<file path="config.mk">
export PLATFORM = sky130hd
export DESIGN_NAME = resistive_pad_scan_sequencer_core
export DESIGN_NICKNAME = d
export VERILOG_FILES = /design/src/sv/rpss_pkg.sv /design/src/sv/rpss_step.sv /design/src/sv/resistive_pad_scan_sequencer_core.sv
export SDC_FILE = /design/constraint.sdc
export NUM_CORES = 1
export LEC_CHECK = 0
export BUFFER_PORTS_ARGS = -buffer_cell sky130_fd_sc_hd__buf_2
export CAP_MARGIN = 30
export CORE_ASPECT_RATIO = 0.6
export CORE_MARGIN = 3
export CORE_UTILIZATION = 58
export CTS_CLUSTER_SIZE = 30
export DETAILED_ROUTE_END_ITERATION = 8
export PLACE_DENSITY = 0.77
export SLEW_MARGIN = 25
export SYNTH_ARGS = -nofsm -noshare
export SYNTH_HDL_FRONTEND = slang
export SYNTH_HIERARCHICAL = 1
export SYNTH_SLANG_ARGS = --single-unit
</file>
<file path="constraint.sdc">
create_clock -name clk -period 12.4 [get_ports clk]
set_clock_uncertainty 0.1 [all_clocks]
set_input_delay 2.48 -clock clk [delete_from_list [all_inputs] [get_ports clk]]
set_output_delay 2.48 -clock clk [all_outputs]
set_load 0.01 [all_outputs]
</file>
<file path="src/sv/rpss_pkg.sv">
// rpss_pkg: shared types, constants and codes for the resistive pad scan sequencer
`default_nettype none
package rpss_pkg;

    localparam int PAD_COUNT = 9;
    localparam int PAD_IDX_W = (PAD_COUNT > 1) ? $clog2(PAD_COUNT) : 1;

    localparam int ADC_W    = 10;
    localparam int MASK_W   = 9;
    localparam int SUM_W    = 11;
    localparam int PAD_W    = 4;
    localparam int PHASE_W  = 2;
    localparam int COUNT_W  = 2;
    localparam int KIND_W   = 3;
    localparam int VALUE_W  = 12;
    localparam int WANTED_W = 2;

    localparam logic [PHASE_W-1:0] PH_PLATE1 = 2'd0;
    localparam logic [PHASE_W-1:0] PH_PLATE2 = 2'd1;
    localparam logic [PHASE_W-1:0] PH_X      = 2'd2;
    localparam logic [PHASE_W-1:0] PH_Y      = 2'd3;

    localparam logic [KIND_W-1:0] KIND_NONE     = 3'd0;
    localparam logic [KIND_W-1:0] KIND_PRESSURE = 3'd1;
    localparam logic [KIND_W-1:0] KIND_X        = 3'd2;
    localparam logic [KIND_W-1:0] KIND_Y        = 3'd3;
    localparam logic [KIND_W-1:0] KIND_VELOCITY = 3'd4;

    localparam logic [WANTED_W-1:0] WANT_SINGLE = 2'd1;
    localparam logic [WANTED_W-1:0] WANT_TRIPLE = 2'd3;

    localparam logic [COUNT_W-1:0] AVG_SAMPLES = 2'd2;

    localparam logic signed [VALUE_W-1:0] VALUE_CLEARED = -12'sd1;

    typedef struct packed {
        logic [PHASE_W-1:0] phase;
        logic [COUNT_W-1:0] count;
        logic [PAD_W-1:0]   pad;
        logic [SUM_W-1:0]   s0;
        logic [SUM_W-1:0]   s1;
        logic [SUM_W-1:0]   s2;
        logic [ADC_W-1:0]   plate;
    } scan_state_t;

    typedef struct packed {
        logic                vel_we;
        logic                vel_val;
        logic                want_we;
        logic [WANTED_W-1:0] want_val;
    } pad_update_t;

    typedef struct packed {
        logic [PHASE_W-1:0]        next_phase;
        logic [PAD_W-1:0]          mux_select;
        logic [KIND_W-1:0]         write_kind;
        logic [PAD_W-1:0]          write_pad;
        logic signed [VALUE_W-1:0] write_value;
    } result_t;

endpackage
`default_nettype wire

</file>
<file path="src/sv/rpss_step.sv">
// rpss_step: next-state and result logic for one adc word
`default_nettype none
module rpss_step (
    input  rpss_pkg::scan_state_t           cur,
    input  logic [rpss_pkg::ADC_W-1:0]      adc,
    input  logic [rpss_pkg::MASK_W-1:0]     mask,
    input  logic [rpss_pkg::SUM_W-1:0]      threshold,
    input  logic                            vel_cur,
    input  logic [rpss_pkg::WANTED_W-1:0]   wanted_cur,
    output rpss_pkg::scan_state_t           nxt,
    output rpss_pkg::pad_update_t           upd,
    output rpss_pkg::result_t               res
);

    logic                          pressed;
    logic                          plate_phase;
    logic [rpss_pkg::SUM_W-1:0]    adc_ext;
    logic [rpss_pkg::SUM_W-1:0]    st0;
    logic [rpss_pkg::SUM_W-1:0]    st1;
    logic [rpss_pkg::SUM_W-1:0]    st2;
    logic [rpss_pkg::SUM_W-1:0]    mx01;
    logic [rpss_pkg::SUM_W-1:0]    mx;
    logic [rpss_pkg::SUM_W-1:0]    z;
    logic [rpss_pkg::SUM_W-1:0]    avg_sum;
    logic [rpss_pkg::COUNT_W-1:0]  count_inc;
    logic [rpss_pkg::PAD_W-1:0]    pad_inc;
    logic [rpss_pkg::PAD_W-1:0]    pad_adv;
    logic                          over;

    assign adc_ext     = {1'b0, adc};
    assign pressed     = ({1'b0, cur.pad} < 5'(rpss_pkg::MASK_W)) ? mask[cur.pad] : 1'b0;
    assign plate_phase = (cur.phase == rpss_pkg::PH_PLATE1) || (cur.phase == rpss_pkg::PH_PLATE2);
    assign st0 = (cur.count == 2'd0) ? adc_ext : cur.s0;
    assign st1 = (cur.count == 2'd1) ? adc_ext : cur.s1;
    assign st2 = (cur.count == 2'd2) ? adc_ext : cur.s2;
    assign mx01 = (st1 > st0) ? st1 : st0;
    assign mx   = (st2 > mx01) ? st2 : mx01;
    assign z    = {1'b0, cur.plate} + mx;
    assign over = z > threshold;
    assign avg_sum   = cur.s0 + adc_ext;
    assign count_inc = cur.count + 2'd1;
    assign pad_inc   = cur.pad + 4'd1;
    assign pad_adv   = ({1'b0, pad_inc} >= 5'(rpss_pkg::PAD_COUNT)) ? '0 : pad_inc;

    always_comb
    begin
        nxt = cur;
        upd = '0;
        res.write_kind  = rpss_pkg::KIND_NONE;
        res.write_pad   = '0;
        res.write_value = '0;
        if (plate_phase)
        begin
            nxt.s0    = st0;
            nxt.s1    = st1;
            nxt.s2    = st2;
            nxt.count = count_inc;
            if (count_inc == wanted_cur)
            begin
                nxt.count = '0;
                if (cur.phase == rpss_pkg::PH_PLATE1)
                begin
                    nxt.plate = st0[rpss_pkg::ADC_W-1:0];
                    nxt.phase = rpss_pkg::PH_PLATE2;
                end
                else
                begin
                    res.write_kind  = rpss_pkg::KIND_PRESSURE;
                    res.write_pad   = cur.pad;
                    res.write_value = {1'b0, z};
                    nxt.phase       = rpss_pkg::PH_PLATE1;
                    if (pressed)
                    begin
                        nxt.phase    = rpss_pkg::PH_X;
                        upd.vel_we   = 1'b1;
                        upd.vel_val  = 1'b0;
                        upd.want_we  = 1'b1;
                        upd.want_val = rpss_pkg::WANT_SINGLE;
                        nxt.s0       = '0;
                        nxt.s1       = '0;
                        nxt.s2       = '0;
                    end
                    else if (over && !vel_cur)
                    begin
                        res.write_value = rpss_pkg::VALUE_CLEARED;
                        upd.vel_we      = 1'b1;
                        upd.vel_val     = 1'b1;
                        upd.want_we     = 1'b1;
                        upd.want_val    = rpss_pkg::WANT_TRIPLE;
                    end
                    else if (over)
                    begin
                        res.write_kind = rpss_pkg::KIND_VELOCITY;
                    end
                    else
                    begin
                        upd.want_we  = 1'b1;
                        upd.want_val = rpss_pkg::WANT_SINGLE;
                        nxt.pad      = pad_adv;
                    end
                end
            end
        end
        else
        begin
            nxt.s0    = avg_sum;
            nxt.count = count_inc;
            if (count_inc == rpss_pkg::AVG_SAMPLES)
            begin
                res.write_kind  = (cur.phase == rpss_pkg::PH_X) ? rpss_pkg::KIND_X
                                                                 : rpss_pkg::KIND_Y;
                res.write_pad   = cur.pad;
                res.write_value = {2'b00, avg_sum[rpss_pkg::SUM_W-1:1]};
                nxt.count       = '0;
                nxt.s0          = '0;
                if (cur.phase == rpss_pkg::PH_X)
                begin
                    nxt.phase = rpss_pkg::PH_Y;
                end
                else
                begin
                    nxt.s1    = '0;
                    nxt.s2    = '0;
                    nxt.phase = rpss_pkg::PH_PLATE1;
                    nxt.pad   = pad_adv;
                end
            end
        end
        res.next_phase = nxt.phase;
        res.mux_select = nxt.pad;
    end

endmodule
`default_nettype wire

</file>
<file path="src/sv/resistive_pad_scan_sequencer_core.sv">
// resistive_pad_scan_sequencer_core: top level of the resistive pad scan sequencer
// Takes one adc word per cycle together with the pad pressed mask and returns one result
// word for each: the next scan phase, the mux select and the value written, if any. Every
// word is handled by the combinational step logic, from the scan state registers into
// the output register, so the block sustains one word per clock; in_ready drops only while
// a result is held in the output register and out_ready is low. The threshold register is
// written through the cfg channel, which is always ready, and resets to zero.
`default_nettype none
module resistive_pad_scan_sequencer_core (
    input  logic                                clk,
    input  logic                                rst_n,
    input  logic                                cfg_valid,
    output logic                                cfg_ready,
    input  logic [rpss_pkg::SUM_W-1:0]          cfg_data,
    input  logic                                in_valid,
    output logic                                in_ready,
    input  logic [rpss_pkg::ADC_W-1:0]          adc_sample,
    input  logic [rpss_pkg::MASK_W-1:0]         pad_pressed_mask,
    output logic                                out_valid,
    input  logic                                out_ready,
    output logic [rpss_pkg::PHASE_W-1:0]        next_phase,
    output logic [rpss_pkg::PAD_W-1:0]          mux_select,
    output logic [rpss_pkg::KIND_W-1:0]         write_kind,
    output logic [rpss_pkg::PAD_W-1:0]          write_pad,
    output logic signed [rpss_pkg::VALUE_W-1:0] write_value
);

    rpss_pkg::scan_state_t              state_reg;
    rpss_pkg::scan_state_t              state_next;
    rpss_pkg::pad_update_t              upd;
    rpss_pkg::result_t                  res_next;
    rpss_pkg::result_t                  res_reg;
    logic [rpss_pkg::SUM_W-1:0]         threshold_reg;
    logic                               out_valid_reg;
    logic                               vel_mode_reg [rpss_pkg::PAD_COUNT];
    logic [rpss_pkg::WANTED_W-1:0]      wanted_reg [rpss_pkg::PAD_COUNT];
    logic [rpss_pkg::PAD_IDX_W-1:0]     pad_idx;
    logic                               accept;

    assign cfg_ready = 1'b1;
    assign in_ready  = !out_valid_reg || out_ready;
    assign accept    = in_valid && in_ready;
    assign pad_idx   = state_reg.pad[rpss_pkg::PAD_IDX_W-1:0];

    rpss_step u_step (
        .cur        (state_reg),
        .adc        (adc_sample),
        .mask       (pad_pressed_mask),
        .threshold  (threshold_reg),
        .vel_cur    (vel_mode_reg[pad_idx]),
        .wanted_cur (wanted_reg[pad_idx]),
        .nxt        (state_next),
        .upd        (upd),
        .res        (res_next)
    );

    always_ff @(posedge clk or negedge rst_n)
    begin
        if (!rst_n)
        begin
            threshold_reg <= '0;
        end
        else if (cfg_valid && cfg_ready)
        begin
            threshold_reg <= cfg_data;
        end
    end

    always_ff @(posedge clk or negedge rst_n)
    begin
        if (!rst_n)
        begin
            state_reg <= '0;
            for (int i = 0; i < rpss_pkg::PAD_COUNT; i++)
            begin
                vel_mode_reg[i] <= 1'b0;
                wanted_reg[i]   <= rpss_pkg::WANT_SINGLE;
            end
        end
        else if (accept)
        begin
            state_reg <= state_next;
            if (upd.vel_we)
            begin
                vel_mode_reg[pad_idx] <= upd.vel_val;
            end
            if (upd.want_we)
            begin
                wanted_reg[pad_idx] <= upd.want_val;
            end
        end
    end

    always_ff @(posedge clk or negedge rst_n)
    begin
        if (!rst_n)
        begin
            out_valid_reg <= 1'b0;
        end
        else if (accept)
        begin
            out_valid_reg <= 1'b1;
        end
        else if (out_ready)
        begin
            out_valid_reg <= 1'b0;
        end
    end

    always_ff @(posedge clk)
    begin
        if (accept)
        begin
            res_reg <= res_next;
        end
    end

    assign out_valid   = out_valid_reg;
    assign next_phase  = res_reg.next_phase;
    assign mux_select  = res_reg.mux_select;
    assign write_kind  = res_reg.write_kind;
    assign write_pad   = res_reg.write_pad;
    assign write_value = res_reg.write_value;

    a_idle_result_empty: assert property (@(posedge clk) disable iff (!rst_n)
        out_valid && write_kind == rpss_pkg::KIND_NONE |-> write_pad == '0 && write_value == '0)
        else $error("result without a write carries a pad or value");

    a_x_then_y: assert property (@(posedge clk) disable iff (!rst_n)
        out_valid && write_kind == rpss_pkg::KIND_X |-> next_phase == rpss_pkg::PH_Y)
        else $error("x word not followed by y phase");

    a_avg_count: assert property (@(posedge clk) disable iff (!rst_n)
        state_reg.phase == rpss_pkg::PH_X || state_reg.phase == rpss_pkg::PH_Y
        |-> state_reg.count < rpss_pkg::AVG_SAMPLES)
        else $error("averaging count out of range");

    a_pad_range: assert property (@(posedge clk) disable iff (!rst_n)
        {1'b0, state_reg.pad} < 5'(rpss_pkg::PAD_COUNT))
        else $error("current pad beyond pad count");

endmodule
`default_nettype wire
</file>
==> impl_summary.md <==
Global route
Entering global routing, the biggest net connects 53 pins. Summed over all layers, the global routing overflow is 0. Across every metal layer, demand over resource in global routing totals 0.290. The global-route wire length before repair is 35700 µm. The number of antenna violations at the first check in global routing is 0. The number of global-route vias before repair is around 6.4k.

STA
The clock period minus worst slack is ~11 ns. Setup violations remaining at the end of the flow were counted as 0. The highest clock frequency the design can meet is 0.0931 GHz. The post-route clock period utilization is 0.866. Setup repair after global routing left no endpoint under its margin. Measured against its own limit, the worst slew margin works out to 0.368. The final count of hold timing violations is 0.

The slew at the pin with the worst max-slew slack is approximately 0.95 ns. The max-slew violation count is 0. After routing, the total negative slack on setup checks comes to 0 ns.

Routing
The detailed router put a total of approximately 11000 µm of wire on met1. In this run, the number of DRC markers left after iteration 0 of detailed routing was ~890. The total length of routed met3 wires is 2300 µm. The total length of routed wires is around 22000 µm. The uppermost layer routed is met4.

The count of TritonRoute iterations in the first routing pass is 5. Detailed routing placed a total of 9360 µm of wire on met2. In the final routed layout, each cell accounts on average for ~22 µm. In the routed layout, each cell is associated on average with a via count of 6.37. The count of antenna-violating nets left after detailed routing is 0. The total via count in the routed design is between 6k and 7k. The number of remaining DRC errors is 0.

Logic synthesis
For this run, the number of Yosys warnings is 6. Among all flip-flop cells after synthesis, the most frequent one is sky130_fd_sc_hd__dfrtp_1. After technology mapping, the gate count stands at roughly 790. The sequential fraction of the synthesis area is 0.366.

The cell area that synthesis handed to floorplanning was around 0.0082 mm². Yosys mapped a number of flops with a built-in enable equal to 25. In this run, distinct cell masters in the synthesized netlist total just under 70. The share of Yosys cell area claimed by the top area cell type is 0.246. After synthesis, the cell types taking the most area are sky130_fd_sc_hd__dfrtp_1 25%, sky130_fd_sc_hd__mux2_2 14%, sky130_fd_sc_hd__edfxtp_1 9.1%.

The library cell occupying the most area in the post-synthesis netlist is sky130_fd_sc_hd__dfrtp_1. The async set-reset flop share out of synthesis is 0.783. The synthesized area per cell is 10.5 µm². Synthesis produced a netlist with a net count of 879. In this run, synthesis produced a sequential element count of between 100 and 150.

Die
The number of rows created at floorplan is 33. The area of the die is 0.0157 mm². The die boundary height is roughly 100 µm. 63 I/O pins were placed. The region available for standard cell placement spans 0.0137 mm².

Measured along the x axis, the die boundary spans 160 µm. The starting density of the core is 0.598.

Finish
The most frequent standard cell in the layout excluding fill and tap cells is sky130_fd_sc_hd__mux2_2. The flip-flop count of the largest register, all copies and words added is 47. The area growth from synthesis to layout is 11.4%.

The share of cells above drive strength 1 is 0.289. The number of filler cells placed in the layout is 1043. The library cells used most frequently in the layout, excluding fill and tap cells, are 104 x sky130_fd_sc_hd__mux2_2, 81 x sky130_fd_sc_hd__dfrtp_1, 60 x sky130_fd_sc_hd__buf_2.

For this run, the post-layout net count is around 920. The number of antenna diodes in the final layout is 0.

Flow run
The number of max-cap violations is 0.

Clock tree
Buffers inserted during clock tree synthesis total 17. CTS saw between 100 and 150 sinks. The post-CTS repair timing setup buffer count is 0. For this design, the CTS-stage hold fixing added 0 buffers. The number of instances resized during post-cts repair is 0.

Clock tree synthesis selected as its root buffer the cell sky130_fd_sc_hd__clkbuf_16. The CTS clock-pin slew for the worst setup and hold paths is ~0.06 ns. Counting along the longest clock path gives a buffer depth of 2. TritonCTS built the clock tree.

The later-pin clock latency in the skew report is ~0.42 ns. The number of H-tree levels is 4.

Critical path
By instance count, the cell type seen most on the critical path is sky130_fd_sc_hd__ha_1. In this design, the stage delay of the slowest critical-path cell is around 0.61 ns. The endpoint required time on the critical path is 12.59 ns. Data arrives at the worst endpoint at 10.93 ns.

The worst setup path is of the in2reg kind. The category of the worst setup path capture point is a flop. The worst setup path is launched from a primary input.

The highest net fanout along the worst path is 18. Among all stages on the critical path, the largest delay is contributed by sky130_fd_sc_hd__nor2_2.

Outcome
The run finished with clean final reports.

Hold path
The type of the tightest min-delay check is reg2reg.

Placed design
The number of buffer cells added on primary ports is between 60 and 70. Detailed placement finished with a half-perimeter wire length of approximately 16000 µm. The congestion estimate from routability-driven global placement came to around 1.0.
final cells by class:
type / instances / area [µm²] / area share
inverters: 52 / 195 / 0.0213
clock inverters: 14 / 163 / 0.0178
clock buffers: 18 / 429 / 0.0469
well taps: 192 / 240 / 0.0262
repair buffers: 72 / 414 / 0.0452
multi-input cells: 564 / 4700 / 0.514
flip-flops and latches: 115 / 3010 / 0.329
path summary, 6_finish.rpt:
path / from / endpoint / slack (ns) / cells after the start
setup reg to reg: state_reg[47] / wanted_reg[11] / 2.40 / 37
setup / recovery: adc_sample[9] / wanted_reg[11] / 1.66 / 36
hold reg to reg: wanted_reg[1] / wanted_reg[1] / 0.40 / 1
hold / removal: wanted_reg[1] / wanted_reg[1] / 0.40 / 1
min in group asynchronous: rst_n / state_reg[21] / 1.96 / 1
max in group asynchronous: rst_n / wanted_reg[13] / 9.15 / 2
kinds of logic (layout without fill, tap and decap cells):
group | Yosys count | count (layout) | share of synthesized area
adders and majority gates | 61 | 61 | 0.0942
other | 1 | 1 | 0.000456
AOI/OAI and AO/OA | 148 | 148 | 0.108
DFF | 115 | 115 | 0.366
muxes | 151 | 151 | 0.213
xor gates and xnor gates | 25 | 25 | 0.0266
and+or+nand+nor | 178 | 178 | 0.127
buffers and inverters | 106 | 156 | 0.0633
metal layers:
metal	GRT usage	vias up
li1	-	2927
met5	0	-
met2	0.402	361
met4	0.0612	0
met1	0.457	3232
met3	0.0725	22
cells in the mapped netlist, types with 4 or more instances:
master,number
sky130_fd_sc_hd__xor2_1,12
sky130_fd_sc_hd__o21ai_1,4
sky130_fd_sc_hd__nand4_1,9
sky130_fd_sc_hd__nand4b_1,13
sky130_fd_sc_hd__nor2b_1,9
sky130_fd_sc_hd__a21o_1,12
sky130_fd_sc_hd__o21a_1,5
sky130_fd_sc_hd__o211ai_1,5
sky130_fd_sc_hd__dfrtp_1,81
sky130_fd_sc_hd__nand2_1,55
sky130_fd_sc_hd__nand2b_1,7
sky130_fd_sc_hd__nor4b_1,6
sky130_fd_sc_hd__ha_1,57
sky130_fd_sc_hd__mux4_2,7
sky130_fd_sc_hd__inv_1,51
sky130_fd_sc_hd__nand3_1,10
sky130_fd_sc_hd__buf_4,20
sky130_fd_sc_hd__nor3_1,4
sky130_fd_sc_hd__clkbuf_1,23
sky130_fd_sc_hd__o22ai_1,10
sky130_fd_sc_hd__xnor2_1,13
sky130_fd_sc_hd__nor4b_2,5
sky130_fd_sc_hd__a22oi_1,4
sky130_fd_sc_hd__and4bb_2,4
sky130_fd_sc_hd__o21ai_0,46
sky130_fd_sc_hd__mux2i_1,36
sky130_fd_sc_hd__dfstp_2,9
sky130_fd_sc_hd__buf_2,4
sky130_fd_sc_hd__edfxtp_1,25
sky130_fd_sc_hd__mux2_2,104
sky130_fd_sc_hd__a21oi_1,43
sky130_fd_sc_hd__buf_6,4
sky130_fd_sc_hd__nor2_1,34
metrics by stage:
stage,utilization,cells,setup slack [ns],hold WS (ns),cell area (µm²)
after floorplan,-,785,2.27,0.365,8220
after global placement,0.620,993,1.64,0.374,8520
after detailed placement,0.622,994,1.17,0.389,8550
after CTS,0.665,1026,1.52,0.406,9150
after global routing,0.666,1027,1.19,0.430,9160
final,0.666,1027,1.66,0.401,9160
critical path, delay by kind of cell:
family	cells	cell delay [ns]
AND/OR/NAND/NOR	12	2.28
multiplexers	4	1.44
XOR/XNOR	1	0.15
buffers and inverters	2	0.19
adder cells (fa/ha/maj)	5	1.44
AO/OA/AOI/OAI	12	2.96
Power is left out: the tool's default activity adds up to more than one toggle a clock period on the data nets, which glitch-free logic cannot reach.
